===== src/design/rope_pkg.sv =====
// shared constants and types for the rotary position embedding rotator
package rope_pkg;

    localparam int MAX_HALF_DIM  = 64;
    localparam int MAX_POSITIONS = 1024;

    localparam int DATA_W  = 16;
    localparam int HALF_W  = 7;
    localparam int ELEM_W  = 7;
    localparam int CFG_W   = 7;
    localparam int CIDX_W  = 2;
    localparam int POS_W   = 10;
    localparam int PIDX_W  = 6;
    localparam int CNT_W   = $clog2(2 * MAX_HALF_DIM);
    localparam int COL_W   = $clog2(MAX_HALF_DIM);
    localparam int ROW_W   = $clog2(MAX_POSITIONS);
    localparam int TBL_AW  = ROW_W + COL_W;
    localparam int PROD_W  = 2 * DATA_W;
    localparam int ACC_W   = PROD_W + 2;
    localparam int FRAC_W  = 14;
    localparam int IN_W    = 64;
    localparam int OUT_W   = 24;

    localparam logic OP_TABLE = 1'b0;
    localparam logic OP_ELEM  = 1'b1;

    localparam logic [CIDX_W-1:0] REG_HALF_DIM = 2'd0;
    localparam logic [CIDX_W-1:0] REG_LAYOUT   = 2'd1;

    localparam logic LAYOUT_SPLIT       = 1'b0;
    localparam logic LAYOUT_INTERLEAVED = 1'b1;

    // pipeline tag of one element request
    typedef struct packed {
        logic             pair;
        logic [CNT_W-1:0] idx0;
        logic [CNT_W-1:0] idx1;
    } rope_tag_t;

endpackage


===== src/design/rope_pair_mul.sv =====
// rotation of one element pair: registered products, then sum, round and saturate
module rope_pair_mul (
    input  logic                               clk,
    input  logic                               rst_n,
    input  logic                               en,
    input  rope_pkg::rope_tag_t                tag_in,
    input  logic signed [rope_pkg::DATA_W-1:0] x0,
    input  logic signed [rope_pkg::DATA_W-1:0] x1,
    input  logic signed [rope_pkg::DATA_W-1:0] sin_v,
    input  logic signed [rope_pkg::DATA_W-1:0] cos_v,
    output rope_pkg::rope_tag_t                tag_out,
    output logic signed [rope_pkg::DATA_W-1:0] y0,
    output logic signed [rope_pkg::DATA_W-1:0] y1
);

    rope_pkg::rope_tag_t                 tag_reg;
    logic signed [rope_pkg::PROD_W-1:0]  x0c_reg;
    logic signed [rope_pkg::PROD_W-1:0]  x1s_reg;
    logic signed [rope_pkg::PROD_W-1:0]  x0s_reg;
    logic signed [rope_pkg::PROD_W-1:0]  x1c_reg;
    logic signed [rope_pkg::ACC_W-1:0]   acc0;
    logic signed [rope_pkg::ACC_W-1:0]   acc1;

    function automatic logic signed [rope_pkg::DATA_W-1:0] round_sat(
        input logic signed [rope_pkg::ACC_W-1:0] acc
    );
        logic signed [rope_pkg::ACC_W-1:0] t;
        logic signed [rope_pkg::ACC_W-1:0] q;
        logic signed [rope_pkg::ACC_W-1:0] max_v;
        logic signed [rope_pkg::ACC_W-1:0] min_v;
        max_v = rope_pkg::ACC_W'(2 ** (rope_pkg::DATA_W - 1) - 1);
        min_v = -max_v - rope_pkg::ACC_W'(1);
        // half toward +inf, then floor
        t = acc + rope_pkg::ACC_W'(2 ** (rope_pkg::FRAC_W - 1));
        q = t >>> rope_pkg::FRAC_W;
        if (q > max_v)
        begin
            return max_v[rope_pkg::DATA_W-1:0];
        end
        else if (q < min_v)
        begin
            return min_v[rope_pkg::DATA_W-1:0];
        end
        return q[rope_pkg::DATA_W-1:0];
    endfunction

    always_ff @(posedge clk or negedge rst_n)
    begin
        if (!rst_n)
        begin
            tag_reg <= '0;
        end
        else if (en)
        begin
            tag_reg <= tag_in;
        end
    end

    always_ff @(posedge clk)
    begin
        if (en)
        begin
            x0c_reg <= x0 * cos_v;
            x1s_reg <= x1 * sin_v;
            x0s_reg <= x0 * sin_v;
            x1c_reg <= x1 * cos_v;
        end
    end

    assign acc0 = rope_pkg::ACC_W'(x0c_reg) - rope_pkg::ACC_W'(x1s_reg);
    assign acc1 = rope_pkg::ACC_W'(x0s_reg) + rope_pkg::ACC_W'(x1c_reg);

    assign tag_out = tag_reg;
    assign y0      = round_sat(acc0);
    assign y1      = round_sat(acc1);

endmodule


===== config.mk =====
export PLATFORM = sky130hd
export DESIGN_NAME = rope_pair_mul
export DESIGN_NICKNAME = d
export VERILOG_FILES = /design/src/design/rope_pkg.sv /design/src/design/rope_pair_mul.sv
export SDC_FILE = /design/constraint.sdc
export NUM_CORES = 2
export LEC_CHECK = 0
export BUFFER_PORTS_ARGS = -buffer_cell sky130_fd_sc_hd__clkbuf_2
export CAP_MARGIN = 10
export CORE_MARGIN = 5
export CORE_UTILIZATION = 25
export CTS_CLUSTER_DIAMETER = 60
export DETAILED_ROUTE_END_ITERATION = 8
export PLACE_DENSITY_LB_ADDON = 0.1
export SYNTH_ARGS = -nofsm -noshare
export SYNTH_HDL_FRONTEND = slang
export SYNTH_SLANG_ARGS = --single-unit
export TNS_END_PERCENT = 1

===== constraint.sdc =====
create_clock -name clk -period 6.45 [get_ports clk]
set_input_delay 1.29 -clock clk [delete_from_list [all_inputs] [get_ports clk]]
set_output_delay 1.29 -clock clk [all_outputs]
set_load 0.1 [all_outputs]

==> summary.md <==
| Metric | Value |
|---|---|
| Status | `finished with violations` |
| Failing checks | `setup timing` |
| Fin crit period | `6.77 ns` |
| Die ar. | `0.199 mm2` |
| Seq/Total Area, Yosys | `8.88%` |
| TritonRoute pass-1 iters | `6` |
| Post-CTS Hold Buffers | `0` |
| Fin crit share | `105%` |
| CP startpoint kind | `input pin` |
| Largest net degree at the start of global routing | `95` |
| Via density | `4.20` |
| Via count of the first global-routing pass | `about 39000` |
| Fin nets | `7332` |
| Iteration-0 DRC Markers | `between 1000 and 1500` |
| Slew @ Worst Pin | `0.772 ns` |
| Dominant synthesized flop cell | `edfxtp_1` |
| Synth Net Count | `6599` |
| Initial antenna violation count | `11` |
| Non-Filler Instances | `8279` |
| Share of post-route cells with drive strength above 1 | `20.4%` |
| Mapped Cells | `between 5000 and 6000` |
| Hold Path Class | `register to register` |
| Final WS setup | `-0.321 ns` |
| Clk buf depth | `2` |
| Final max-slew violation count | `0` |
| Post-Route WL | `147000 um` |
| Worst-skew pair later-pin latency | `0.53 ns` |
| GR Util All Layers | `about 15%` |
| Placed Cells | `just over 8000` |
| Synth-to-layout area growth | `25.3%` |
| DRT antenna net count | `0` |
| RSZ-0062 raised after global routing | `true` |
| Rows | `between 150 and 200` |
| Post-synth ARST share | `between 10% and 20%` |
| Worst EP required | `6.64 ns` |
| DP Area | `0.0572 mm2` |
| H-tree levels | `4` |
| Post-Route Skew | `0 ns` |
| Avg WL per Cell | `17.8 um` |
| Clk sink count | `143` |
| Crit Path Max Fanout | `6` |
| Die Height | `446 um` |
| Total CTS buffers | `17` |
| Io pins | `between 100 and 150` |
| Slowest library cell on the worst path | `fa_1` |
| Post-Syn Area | `0.0475 mm2` |
| Relative slew slack | `48.5%` |
| Crit-path max cell delay | `~0.54 ns` |
| First-pass GRT wire length | `231000 um` |
| Vias | `34784` |
| Max Clk Rate | `~0.15 GHz` |
| Core area | `0.190 mm2` |
| Final Setup Violations | `40` |
| Grt ovf | `0` |
| Mean post-synth cell area | `9.47 um2` |
| Finished Cell Area | `0.0595 mm2` |
| Post-synth EDFFs | `128` |
| Synth warn | `0` |
| Unique masters post-synth | `84` |
| CTS tree | `yes` |
| Critical path class | `input pin to register` |
| Clock transition at path regs | `0.08 ns` |
| Initial Utilization | `25.1%` |
| Die width | `446 um` |
| Seq cells post-synth | `143` |
| Final hold vios | `0` |
| CP Capture Type | `register` |
| Root Driver | `clkbuf_16` |
| MaxCap Viol Count | `0` |
| Data arrival, critical path | `6.96 ns` |
| Port Buf Inserts | `128` |
| HPWL Detailed | `approximately 130000 um` |
| CP most frequent cell | `fa_1` |
| Post-route DRC | `0` |
| Placer's final routability congestion estimate | `0.792` |
path summary, 6_finish.rpt:
kind                                          from                      end  slack [ns]  depth (start not counted)
setup / recovery                             x0[6]    x0s_reg[25]$_DFFE_PP_       -0.32                         26
hold / removal             tag_out[11]$_DFFE_PN0P_  tag_out[11]$_DFFE_PN0P_        0.51                          1
setup reg to reg            tag_out[1]$_DFFE_PN0P_   tag_out[1]$_DFFE_PN0P_        5.69                          1
hold reg to reg            tag_out[11]$_DFFE_PN0P_  tag_out[11]$_DFFE_PN0P_        0.51                          1
max in group asynchronous                    rst_n  tag_out[12]$_DFFE_PN0P_        5.49                          1
min in group asynchronous                    rst_n   tag_out[3]$_DFFE_PN0P_        0.67                          1
repair_timing:
item,in CTS,in global routing
setup buffers,8,28
setup endpoints to repair,56,93
pin swaps,52,142
gates resized for setup,136,189
gates cloned,0,3
layout by cell type, fill, tap and decap left out, drive strengths merged, types with 12 or more instances in the layout:
cell type,synthesis,routed
buf,7,794
nand4,15,15
ha,452,452
edfxtp,128,128
o21a,24,24
a21o,98,98
fa,1048,1048
dfrtp,15,15
o21ai,64,64
a31oi,12,12
xnor2,132,132
o21bai,28,28
nand2,529,529
or3,15,15
and3,13,13
nor3,41,41
nor2,130,130
a21oi,132,132
nand3,25,25
nand2b,28,28
inv,1195,1199
mux2,16,16
xor2,32,32
and2,503,503
clkbuf,195,140
a211oi,21,21
worst max-delay path: cells and delay by family:
kind / cells / cell delay, ns
AOI/OAI and AO/OA: 7 / 0.91
and+or+nand+nor: 3 / 0.52
adders and majority gates: 7 / 3.34
buffers and inverters: 8 / 0.64
muxes: 1 / 0.23
layout make-up:
class	count	area, um2
Tap cell	2511	3140
Fill cell	19962	130000
Clock inverter	14	206
Antenna cell	5	12.5
Timing Repair Buffer	916	7950
Multi-Input combinational cell	3476	39100
Sequential cell	143	4220
Inverter	1196	4490
Clock buffer	18	429
synthesized netlist by cell type, types with 8 or more instances:
master / count / area share, %
xnor2_1: 132 / 2.4
nand2b_1: 27 / 0.36
nand3_1: 24 / 0.25
and2_1: 503 / 6.6
nor4_1: 8 / 0.11
a31oi_1: 12 / 0.16
a211o_1: 8 / 0.15
fa_1: 1048 / 44
clkbuf_1: 195 / 1.5
xor2_1: 32 / 0.59
ha_1: 452 / 12
nor2_1: 130 / 1.0
nor3_1: 41 / 0.43
a21oi_1: 131 / 1.4
a211oi_1: 20 / 0.32
dfrtp_1: 15 / 0.79
inv_1: 1195 / 9.4
and3_1: 13 / 0.17
o21a_1: 24 / 0.38
nor2b_1: 9 / 0.12
nand2_1: 528 / 4.2
a21o_1: 95 / 1.5
o21ai_0: 60 / 0.63
edfxtp_1: 128 / 8.1
mux2_2: 16 / 0.38
o21bai_1: 28 / 0.44
or3_1: 14 / 0.18
nand4_1: 15 / 0.20
stage by stage:
step / hold WS, ns / util [%] / TNS [ns] / worst slack (ns)
global route: 0.531 / 31.4 / -17.14 / -0.504
finish: 0.508 / 31.4 / -7.09 / -0.321
CTS: 0.517 / 30.8 / -7.86 / -0.447
detailed placement: 0.497 / 30.2 / -62.24 / -1.33
global placement: 0.490 / 30.2 / -61.05 / -1.30
floorplan: 0.994 / - / -11.88 / -0.537
per-layer routing:
layer	share of wire, %	track usage [%]
met5	0.0088	0
met4	1.6	2.87
met3	1.5	1.13
met2	51	27.0
met1	46	20.6
kinds of logic after synthesis:
logic type	synth area share (%)
adders and majority gates	56.1
buffers and inverters	11.1
and+or+nand+nor	14.1
AOI/OAI and AO/OA	6.49
xor gates and xnor gates	3.02
DFF	8.88
muxes	0.400
Power is left out: the tool's default activity adds up to more than one toggle a clock period on the data nets, which glitch-free logic cannot reach.
